<file path="config.mk">
export PLATFORM = sky130hd
export DESIGN_NAME = can_output_command_decoder
export DESIGN_NICKNAME = d
export VERILOG_FILES = /design/src/rtl/cocd_pkg.sv /design/src/rtl/can_output_command_decoder.sv
export SDC_FILE = /design/constraint.sdc
export NUM_CORES = 2
export LEC_CHECK = 0
export BUFFER_PORTS_ARGS = -buffer_cell sky130_fd_sc_hd__buf_2
export CAP_MARGIN = 20
export CORE_MARGIN = 2
export CORE_UTILIZATION = 60
export DETAILED_ROUTE_END_ITERATION = 6
export PLACE_DENSITY_LB_ADDON = 0.15
export RECOVER_POWER = 50
export SYNTH_ARGS = -nofsm -noshare
export SYNTH_HDL_FRONTEND = slang
export SYNTH_SLANG_ARGS = --single-unit
</file>
<file path="constraint.sdc">
create_clock -name clk -period 22.6 [get_ports clk]
set_input_delay 1.13 -clock clk [delete_from_list [all_inputs] [get_ports clk]]
set_output_delay 1.13 -clock clk [all_outputs]
set_load 0.005 [all_outputs]
</file>
<file path="src/rtl/cocd_pkg.sv">
// ----------------------------------------------------------------------------
// cocd_pkg
// types, codes and arithmetic helpers of the CAN output command decoder
// ----------------------------------------------------------------------------
`timescale 1ns / 1ps
`default_nettype none

package cocd_pkg;

  localparam int CHANNELS = 8;
  localparam int ROWS     = CHANNELS / 2;
  localparam int ROW_W    = $clog2(ROWS);

  // configuration register indexes
  localparam logic [1:0] REG_MODE = 2'd0;
  localparam logic [1:0] REG_BASE = 2'd1;
  localparam logic [1:0] REG_DFLT = 2'd2;

  // protocol modes (all others select the native layout)
  localparam logic [3:0] MODE_BANK_A  = 4'd1;
  localparam logic [3:0] MODE_BANK_B  = 4'd2;
  localparam logic [3:0] MODE_BANK_AB = 4'd3;
  localparam logic [3:0] MODE_MUX_A   = 4'd4;
  localparam logic [3:0] MODE_MUX_B   = 4'd5;

  // fixed identifiers
  localparam logic [10:0] ID_MUX_CTL = 11'h6A8;
  localparam logic [10:0] ID_MUX_CFG = 11'h6A9;
  localparam logic [10:0] ID_BANK_LO = 11'h2D0;
  localparam logic [10:0] ID_BANK_HI = 11'h2D2;

  localparam logic [2:0] MUX_TAG = 3'd2;

  localparam logic [13:0] FREQ_MIN   = 14'd50;
  localparam logic [13:0] FREQ_MAX   = 14'd10000;
  localparam logic [15:0] BANK_FREQ  = 16'd300;
  localparam logic [13:0] DFLT_RESET = 14'd1000;
  localparam logic [9:0]  MUX_DUTY_MAX = 10'd1000;

  localparam logic [7:0] BANK_RAW_SAT = 8'd250;
  localparam logic [7:0] BANK_SAFE    = 8'h10;
  localparam logic [7:0] BANK_ACTLOW  = 8'h20;

  // reciprocals: floor(x/1000) and floor(x/249) by multiply and shift
  localparam logic [18:0] MUX_RECIP  = 19'd268436;
  localparam logic [16:0] BANK_RECIP = 17'd67379;

  typedef enum logic [2:0] {
    KIND_NONE,
    KIND_PULLUP,
    KIND_MUXCFG,
    KIND_MUXCTL,
    KIND_BANK,
    KIND_NATIVE
  } kind_t;

  // one memory row holds an even/odd channel pair
  typedef struct packed {
    logic [15:0] freq1;
    logic [7:0]  duty1;
    logic [15:0] freq0;
    logic [7:0]  duty0;
  } pair_t;

  // decoded frame, handed from the decode stage to the update stage
  typedef struct packed {
    kind_t            kind;
    logic [ROW_W-1:0] row;
    logic             half;
    logic [7:0]       duty0;
    logic [7:0]       duty1;
    logic [13:0]      freq0;
    logic [13:0]      freq1;
    logic [17:0]      mux_x;
    logic [7:0]       fmask;
    logic [7:0]       fsafe;
    logic [7:0]       fact;
    logic [7:0]       pull;
  } dec_t;

  // native frequency: zero takes the default, then clamp
  function automatic logic [13:0] nat_freq(input logic [15:0] f, input logic [13:0] dflt);
    logic [15:0] v;
    v = (f == 16'd0) ? {2'b00, dflt} : f;
    if (v < {2'b00, FREQ_MIN}) v = {2'b00, FREQ_MIN};
    if (v > {2'b00, FREQ_MAX}) v = {2'b00, FREQ_MAX};
    return v[13:0];
  endfunction

  // (x) / 1000 where x = d*255 + 500, d <= 1000
  function automatic logic [7:0] mux_duty(input logic [17:0] x);
    logic [36:0] p;
    p = 37'(x) * 37'(MUX_RECIP);
    return p[35:28];
  endfunction

  // raw 0..249 scaled to 0..255 with rounding
  function automatic logic [7:0] bank_duty(input logic [7:0] r);
    logic [15:0] x;
    logic [32:0] p;
    x = 16'(r) * 16'd255 + 16'd124;
    p = 33'(x) * 33'(BANK_RECIP);
    if (r == 8'd0) return 8'd0;
    if (r >= BANK_RAW_SAT) return 8'd255;
    return p[31:24];
  endfunction

endpackage

`default_nettype wire

</file>
<file path="src/rtl/can_output_command_decoder.sv">
// ----------------------------------------------------------------------------
// can_output_command_decoder
// decodes received CAN frames into PWM channel and mask updates
// ----------------------------------------------------------------------------
// Takes one frame per clock while the result output is not stalled; each frame
// passes through the decode stage register and then the output register before
// its result is offered. Channel duty and frequency live in a 4-row pair
// memory (one row per even/odd channel pair) with a registered read: the
// decode stage decodes the frame and reads the row, the update stage merges
// and writes it back and loads the output register. A frame that touches the
// row written in the same cycle gets the new row forwarded. Masks live in
// flip-flops. Configuration is to be written only while idle; the block does not enforce it.
`timescale 1ns / 1ps
`default_nettype none

module can_output_command_decoder (
  input  wire logic        clk,
  input  wire logic        rst_n,
  // configuration
  input  wire logic        cfg_we,
  input  wire logic [1:0]  cfg_index,
  input  wire logic [13:0] cfg_data,
  // frame input
  input  wire logic        in_valid,
  output logic             in_ready,
  input  wire logic [10:0] in_frame_id,
  input  wire logic [3:0]  in_frame_length,
  input  wire logic [7:0]  in_byte0,
  input  wire logic [7:0]  in_byte1,
  input  wire logic [7:0]  in_byte2,
  input  wire logic [7:0]  in_byte3,
  input  wire logic [7:0]  in_byte4,
  input  wire logic [7:0]  in_byte5,
  input  wire logic [7:0]  in_byte6,
  input  wire logic [7:0]  in_byte7,
  // result output
  output logic             out_valid,
  input  wire logic        out_ready,
  output logic             out_accepted,
  output logic [1:0]       out_update_count,
  output logic             out_mask_changed,
  output logic             out_pullup_changed,
  output logic [7:0]       out_safe_mask,
  output logic [7:0]       out_active_mask,
  output logic [7:0]       out_pullup_mask,
  output logic [2:0]       out_first_channel,
  output logic [7:0]       out_first_duty,
  output logic [15:0]      out_first_freq,
  output logic [7:0]       out_second_duty,
  output logic [15:0]      out_second_freq
);
  import cocd_pkg::*;

  // configuration registers
  logic [3:0]  mode_r;
  logic [10:0] base_r;
  logic [13:0] dflt_r;

  // pipeline and state
  dec_t        dec;
  dec_t        s1_r;
  logic        s1_valid_r;
  logic        s1_adv;
  logic        in_fire;
  pair_t       mem [ROWS];
  logic [ROWS-1:0] row_valid_r;
  pair_t       rd_raw_r;
  pair_t       fwd_data_r;
  logic        fwd_hit_r;
  logic        row_ok_r;
  pair_t       old_row;
  pair_t       new_row;
  logic        wr_en;
  logic [7:0]  safe_r, act_r, pull_r;
  logic [7:0]  safe_nxt, act_nxt, pull_nxt;
  logic [7:0]  mux_q, bank_q0, bank_q1;
  logic [1:0]  cnt;

  // output register
  logic        out_valid_r;
  logic        acc_r;
  logic [1:0]  cnt_r;
  logic        mchg_r, pchg_r;
  logic [7:0]  safe_o_r, act_o_r, pull_o_r;
  logic [2:0]  first_ch_r;
  logic [7:0]  first_duty_r, second_duty_r;
  logic [15:0] first_freq_r, second_freq_r;

  // configuration writes
  always_ff @(posedge clk) begin
    if (!rst_n) begin
      mode_r <= 4'd0;
      base_r <= 11'd0;
      dflt_r <= DFLT_RESET;
    end else if (cfg_we) begin
      unique case (cfg_index)
        REG_MODE: mode_r <= cfg_data[3:0];
        REG_BASE: base_r <= cfg_data[10:0];
        REG_DFLT: dflt_r <= cfg_data;
        default:  ;
      endcase
    end
  end

  // handshake
  assign s1_adv   = s1_valid_r && (!out_valid_r || out_ready);
  assign in_ready = !s1_valid_r || s1_adv;
  assign in_fire  = in_valid && in_ready;

  // frame decode
  always_comb begin
    logic        mux_ok;
    logic [15:0] d16, p16;
    logic [9:0]  dsat;
    logic [11:0] id12, base12;
    logic        bank_hit;
    logic [1:0]  bank_row;
    logic [10:0] shift;
    logic [1:0]  k;
    logic [2:0]  ch;

    dec      = '0;
    dec.kind = KIND_NONE;
    mux_ok   = (in_byte0[7:5] == MUX_TAG) && (in_byte0[3:2] == 2'b00);
    d16      = {in_byte1, in_byte2};
    p16      = {in_byte3, in_byte4};
    dsat     = (d16 > 16'(MUX_DUTY_MAX)) ? MUX_DUTY_MAX : d16[9:0];
    id12     = {1'b0, in_frame_id};
    base12   = {1'b0, base_r};
    shift    = (mode_r == MODE_BANK_B) ? 11'd1 : 11'd0;
    bank_hit = 1'b1;
    bank_row = 2'd0;
    k        = 2'(id12 - base12);
    ch       = {mode_r == MODE_MUX_B, in_byte0[1:0]};

    if (mode_r == MODE_MUX_A || mode_r == MODE_MUX_B) begin
      // mux layout
      if (in_frame_id == ID_MUX_CTL && in_frame_length >= 4'd5 && mux_ok) begin
        dec.kind  = KIND_MUXCTL;
        dec.row   = ch[2:1];
        dec.half  = ch[0];
        dec.mux_x = 18'(dsat) * 18'd255 + 18'd500;
        if (p16 == 16'd0) dec.freq0 = dflt_r;
        else if (p16[15:2] == 14'd0) dec.freq0 = 14'd1;
        else dec.freq0 = p16[15:2];
      end else if (in_frame_id == ID_MUX_CFG && in_frame_length >= 4'd2 && mux_ok) begin
        dec.kind  = KIND_MUXCFG;
        dec.fmask = 8'd1 << ch;
        dec.fsafe = (in_byte1[2] ^ in_byte1[1]) ? dec.fmask : 8'd0;
        dec.fact  = in_byte1[0] ? dec.fmask : 8'd0;
      end
    end else if (mode_r == MODE_BANK_A || mode_r == MODE_BANK_B ||
                 mode_r == MODE_BANK_AB) begin
      // bank layout
      if (in_frame_id == ID_BANK_LO + shift) bank_row = 2'd0;
      else if (in_frame_id == ID_BANK_HI + shift) bank_row = 2'd1;
      else if (mode_r == MODE_BANK_AB && in_frame_id == ID_BANK_LO + 11'd1) bank_row = 2'd2;
      else if (mode_r == MODE_BANK_AB && in_frame_id == ID_BANK_HI + 11'd1) bank_row = 2'd3;
      else bank_hit = 1'b0;
      if (bank_hit && in_frame_length >= 4'd6) begin
        dec.kind  = KIND_BANK;
        dec.row   = bank_row;
        dec.duty0 = in_byte0;
        dec.duty1 = in_byte4;
        dec.fmask = 8'b11 << {bank_row, 1'b0};
        dec.fsafe = {6'd0, |(in_byte5 & BANK_SAFE), |(in_byte1 & BANK_SAFE)}
                    << {bank_row, 1'b0};
        dec.fact  = {6'd0, ~|(in_byte5 & BANK_ACTLOW), ~|(in_byte1 & BANK_ACTLOW)}
                    << {bank_row, 1'b0};
      end
    end else begin
      // native layout
      if (id12 == base12 + 12'd4) begin
        if (in_frame_length >= 4'd1) begin
          dec.kind = KIND_PULLUP;
          dec.pull = in_byte0;
        end
      end else if (id12 >= base12 && id12 <= base12 + 12'd3 && in_frame_length >= 4'd8) begin
        dec.kind  = KIND_NATIVE;
        dec.row   = k;
        dec.freq0 = nat_freq({in_byte1, in_byte0}, dflt_r);
        dec.freq1 = nat_freq({in_byte5, in_byte4}, dflt_r);
        dec.duty0 = in_byte2;
        dec.duty1 = in_byte6;
        dec.fmask = 8'b11 << {k, 1'b0};
        dec.fsafe = {6'd0, in_byte7[0], in_byte3[0]} << {k, 1'b0};
        dec.fact  = {6'd0, in_byte7[1], in_byte3[1]} << {k, 1'b0};
      end
    end
  end

  // pair memory: read on accept, write back from the update stage
  always_ff @(posedge clk) begin
    if (wr_en) mem[s1_r.row] <= new_row;
    if (in_fire) rd_raw_r <= mem[dec.row];
  end

  // decode stage register, read forwarding and row valid bits
  always_ff @(posedge clk) begin
    if (!rst_n) begin
      s1_valid_r  <= 1'b0;
      row_valid_r <= '0;
    end else begin
      if (in_fire) s1_valid_r <= 1'b1;
      else if (s1_adv) s1_valid_r <= 1'b0;
      if (wr_en) row_valid_r[s1_r.row] <= 1'b1;
    end
  end

  always_ff @(posedge clk) begin
    if (in_fire) begin
      s1_r       <= dec;
      fwd_hit_r  <= wr_en && (s1_r.row == dec.row);
      fwd_data_r <= new_row;
      row_ok_r   <= row_valid_r[dec.row];
    end
  end

  // update stage: merge the row
  assign mux_q   = mux_duty(s1_r.mux_x);
  assign bank_q0 = bank_duty(s1_r.duty0);
  assign bank_q1 = bank_duty(s1_r.duty1);
  assign wr_en   = s1_adv && (s1_r.kind == KIND_MUXCTL || s1_r.kind == KIND_BANK ||
                              s1_r.kind == KIND_NATIVE);

  always_comb begin
    old_row = fwd_hit_r ? fwd_data_r : (row_ok_r ? rd_raw_r : '0);
    new_row = old_row;
    cnt     = 2'd0;
    case (s1_r.kind)
      KIND_NATIVE: begin
        new_row.freq0 = {2'b00, s1_r.freq0};
        new_row.duty0 = s1_r.duty0;
        new_row.freq1 = {2'b00, s1_r.freq1};
        new_row.duty1 = s1_r.duty1;
        cnt           = 2'd2;
      end
      KIND_BANK: begin
        new_row.duty0 = bank_q0;
        new_row.duty1 = bank_q1;
        if (old_row.freq0 == 16'd0) new_row.freq0 = BANK_FREQ;
        if (old_row.freq1 == 16'd0) new_row.freq1 = BANK_FREQ;
        cnt           = 2'd2;
      end
      KIND_MUXCTL: begin
        if (s1_r.half) begin
          new_row.duty1 = mux_q;
          new_row.freq1 = {2'b00, s1_r.freq0};
        end else begin
          new_row.duty0 = mux_q;
          new_row.freq0 = {2'b00, s1_r.freq0};
        end
        cnt = 2'd1;
      end
      default: ;
    endcase
  end

  // mask update
  assign safe_nxt = (safe_r & ~s1_r.fmask) | (s1_r.fsafe & s1_r.fmask);
  assign act_nxt  = (act_r & ~s1_r.fmask) | (s1_r.fact & s1_r.fmask);
  assign pull_nxt = (s1_r.kind == KIND_PULLUP) ? s1_r.pull : pull_r;

  always_ff @(posedge clk) begin
    if (!rst_n) begin
      safe_r      <= '0;
      act_r       <= '0;
      pull_r      <= '0;
      out_valid_r <= 1'b0;
    end else begin
      if (s1_adv) begin
        safe_r      <= safe_nxt;
        act_r       <= act_nxt;
        pull_r      <= pull_nxt;
        out_valid_r <= 1'b1;
      end else if (out_ready) begin
        out_valid_r <= 1'b0;
      end
    end
  end

  // result payload
  always_ff @(posedge clk) begin
    if (s1_adv) begin
      acc_r         <= (s1_r.kind != KIND_NONE);
      cnt_r         <= cnt;
      mchg_r        <= (safe_nxt != safe_r) || (act_nxt != act_r);
      pchg_r        <= (pull_nxt != pull_r);
      safe_o_r      <= safe_nxt;
      act_o_r       <= act_nxt;
      pull_o_r      <= pull_nxt;
      first_ch_r    <= (cnt != 2'd0) ? {s1_r.row, s1_r.half} : 3'd0;
      if (cnt == 2'd2) begin
        first_duty_r  <= new_row.duty0;
        first_freq_r  <= new_row.freq0;
        second_duty_r <= new_row.duty1;
        second_freq_r <= new_row.freq1;
      end else if (cnt == 2'd1) begin
        first_duty_r  <= s1_r.half ? new_row.duty1 : new_row.duty0;
        first_freq_r  <= s1_r.half ? new_row.freq1 : new_row.freq0;
        second_duty_r <= 8'd0;
        second_freq_r <= 16'd0;
      end else begin
        first_duty_r  <= 8'd0;
        first_freq_r  <= 16'd0;
        second_duty_r <= 8'd0;
        second_freq_r <= 16'd0;
      end
    end
  end

  assign out_valid          = out_valid_r;
  assign out_accepted       = acc_r;
  assign out_update_count   = cnt_r;
  assign out_mask_changed   = mchg_r;
  assign out_pullup_changed = pchg_r;
  assign out_safe_mask      = safe_o_r;
  assign out_active_mask    = act_o_r;
  assign out_pullup_mask    = pull_o_r;
  assign out_first_channel  = first_ch_r;
  assign out_first_duty     = first_duty_r;
  assign out_first_freq     = first_freq_r;
  assign out_second_duty    = second_duty_r;
  assign out_second_freq    = second_freq_r;

endmodule

`default_nettype wire

</file>
==> results by group <==
Global route
  – Initial antenna violation count: 20
  – Overflow after GRT: 0
  – Largest net degree at the start of global routing: 84
  – Vias in the first global route: 27200
  – Total GRT Usage: 30.1%
  – Global-route wire length before repair: 149 mm

CTS
  – H-tree levels: 2
  – CTS resizes: 0
  – CTS buffer count: 46
  – CTS tree: done
  – Worst-path clk slew: 60 ps
  – Clk sinks: 469
  – CTS Hold Bufs: 0
  – Root buffer cell: clkbuf_16
  – Post-CTS Setup Inserts: 0
  – Worst skew pair latency: 580 ps
  – Clock Path Buffers: 3

Timing
  – Post-route setup TNS: 0 ps
  – Fmax: 88.5 MHz
  – Final slew viol count: 367
  – Worst Max-Slew Pin Slew: 3290 ps
  – Fin crit share: 50.0%
  – Clock Skews: 22.0 ps
  – Slew HR: -119%
  – Final setup fails: 0
  – Final Hold Fails: 0
  – Hold_ws: 474 ps
  – RSZ-0062 raised after global routing: false
  – Post-route minimum period: 11300 ps

Drt
  – Vias per inst: 5.82
  – DRC violations left: 0
  – Initial drt markers: 1802
  – Residual antenna-violating net count after detailed routing: 0
  – Total wire length: 94.5 mm
  – DRT Pass-1 Iters: 6
  – Routed length per instance: 21.2 um
  – Vias post-DR: 26000

Cells and area
  – Post-route non-filler standard cell count: 4470
  – Commonest non-fill, non-tap cell in the layout: inv_1
  – Final #Nets: 4476
  – Final std cell area, no fill: 40600 sq um
  – Layout area overhead: 8.57%
  – Fraction of layout cells with a size suffix above 1: 6.15%
  – Commonest cells after routing, fill and taps aside: inv_1 (602), ha_1 (520), edfxtp_1 (410)

Synthesis
  – Post-synth ARST share: 0%
  – YS warnings: 0
  – Mapped Area: 37400 sq um
  – #FFs+latches synth: 469
  – Leading area contributor after synthesis: edfxtp_1
  – Cell count after synthesis: 3432
  – Largest cells by area after synthesis: edfxtp_1 (33%), ha_1 (17%), fa_1 (14%)
  – Mean Syn Cell Area: 10.9 sq um
  – Synth unique cells: 85
  – Syn Nets: 4321
  – Synth Flop Type: edfxtp_1
  – Sequential share of the synthesized area: 36.0%
  – Yosys top cell area share: 32.9%
  – Post-synth EDFFs: 410

Worst hold path
  – Hold path depth: 1
  – Worst min path class: reg2reg

Setup path
  – CP bufs+invs: 8
  – Critical path data arrival time: 11560 ps
  – Max stage delay on crit path: 630 ps
  – Worst EP required: 22860 ps
  – CP Depth: 35
  – CP Launch Type: flop
  – Worst-path fanout max: 6
  – CP Capture Type: flop
  – Cells on worst reg2reg path: 35
  – Crit path max-delay cell type: a2111oi_0
  – Delay-heaviest family, CP: adder cells
  – CP Class: reg2reg

Outcome
  – Outcome: finished, violations left
  – Failing checks: capacitance limit, slew limit

Flow run
  – Max Cap Viol: 9

Die
  – I/O Pins: 182
  – Starting Density: 60.7%
  – Die footprint: 64400 sq um
  – Die H: 254 um
  – Core Area: 61700 sq um
  – Rows: 91
  – Die extent in x: 254 um

Place
  – Cell Count Post-Placement: 4376
  – Placer Congestion: 0.962
  – DP Area: 39200 sq um
  – Detailed Place HPWL: 75.0 mm
  – I/O Buffers: 175
==> cell families (layout without fill, tap and decap cells) <==
logic type                 after synthesis  in the layout  synth area share [%]
muxes                                  155            155                  4.20
and+or+nand+nor                        662            662                  8.67
AOI/OAI and AO/OA                      550            550                  9.64
DFF                                    469            469                  36.0
buffers and inverters                  695            887                  7.04
other                                    0              9                     0
xor gates and xnor gates               110            110                  2.57
adders and majority gates              791            791                  31.8
==> stage by stage <==
step / util [%] / setup WS (ps)
floorplan: - / 12510
global placement: 63.5 / 11360
detailed placement: 63.5 / 11320
CTS: 66.1 / 11280
global route: 65.8 / 10580
finish: 65.9 / 11300
==> cells in the mapped netlist (28+ instances only) <==
| cell | n |
|---|---|
| a21boi_0 | 32 |
| a21oi_1 | 150 |
| xnor2_1 | 72 |
| a22o_1 | 28 |
| edfxtp_1 | 410 |
| fa_1 | 269 |
| mux2i_1 | 138 |
| xor2_1 | 38 |
| a22oi_1 | 47 |
| a21o_1 | 29 |
| and2_1 | 30 |
| clkbuf_1 | 63 |
| dfxtp_1 | 59 |
| nand3_1 | 53 |
| nor2_1 | 142 |
| ha_1 | 520 |
| nor2b_1 | 39 |
| inv_1 | 603 |
| nor4_1 | 34 |
| o21ai_0 | 109 |
| nor3_1 | 51 |
| nand2_1 | 194 |
==> worst paths after layout <==
check	from	slack, ps	to
max	s1_r[84]	11300	mem[0][30]
min	row_valid_r[1]	470	row_valid_r[1]
max reg2reg	s1_r[84]	11300	mem[0][30]
min reg2reg	row_valid_r[1]	470	row_valid_r[1]
==> registers in the layout, indices dropped and copies added, names as in the netlist, 2 cells and up <==
signal,count
act_r,8
base_r,11
dflt_r,14
fwd_data_r,38
mem,152
mode_r,4
out_active_mask,8
out_first_channel,3
out_first_duty,8
out_first_freq,16
out_pullup_mask,8
out_safe_mask,8
out_second_duty,8
out_second_freq,16
out_update_count,2
pull_r,8
rd_raw_r,38
row_valid_r,4
s1_r,100
safe_r,8
==> routing by layer <==
metal / track usage (%) / share of wire (%) / vias up / wire (um)
li1: - / - / 12200 / -
met1: 38.1 / 40 / 12800 / 38200
met2: 52.3 / 49 / 862 / 46700
met3: 4.95 / 6.4 / 193 / 6020
met4: 10.6 / 3.7 / 20 / 3480
met5: 0 / 0.15 / - / 141
==> layout make-up <==
class                      count  area [sq um]
antenna                        9          22.5
clock buffer                  55          1190
clock inverter                30           374
fill                        4941         21100
inverter                     605          2270
multi-input combinational   2268         21300
sequential                   469         13500
tap                          837          1050
timing repair buffer         197           906
Power is left out: the tool's default activity adds up to more than one toggle a clock period on the data nets, which glitch-free logic cannot reach.
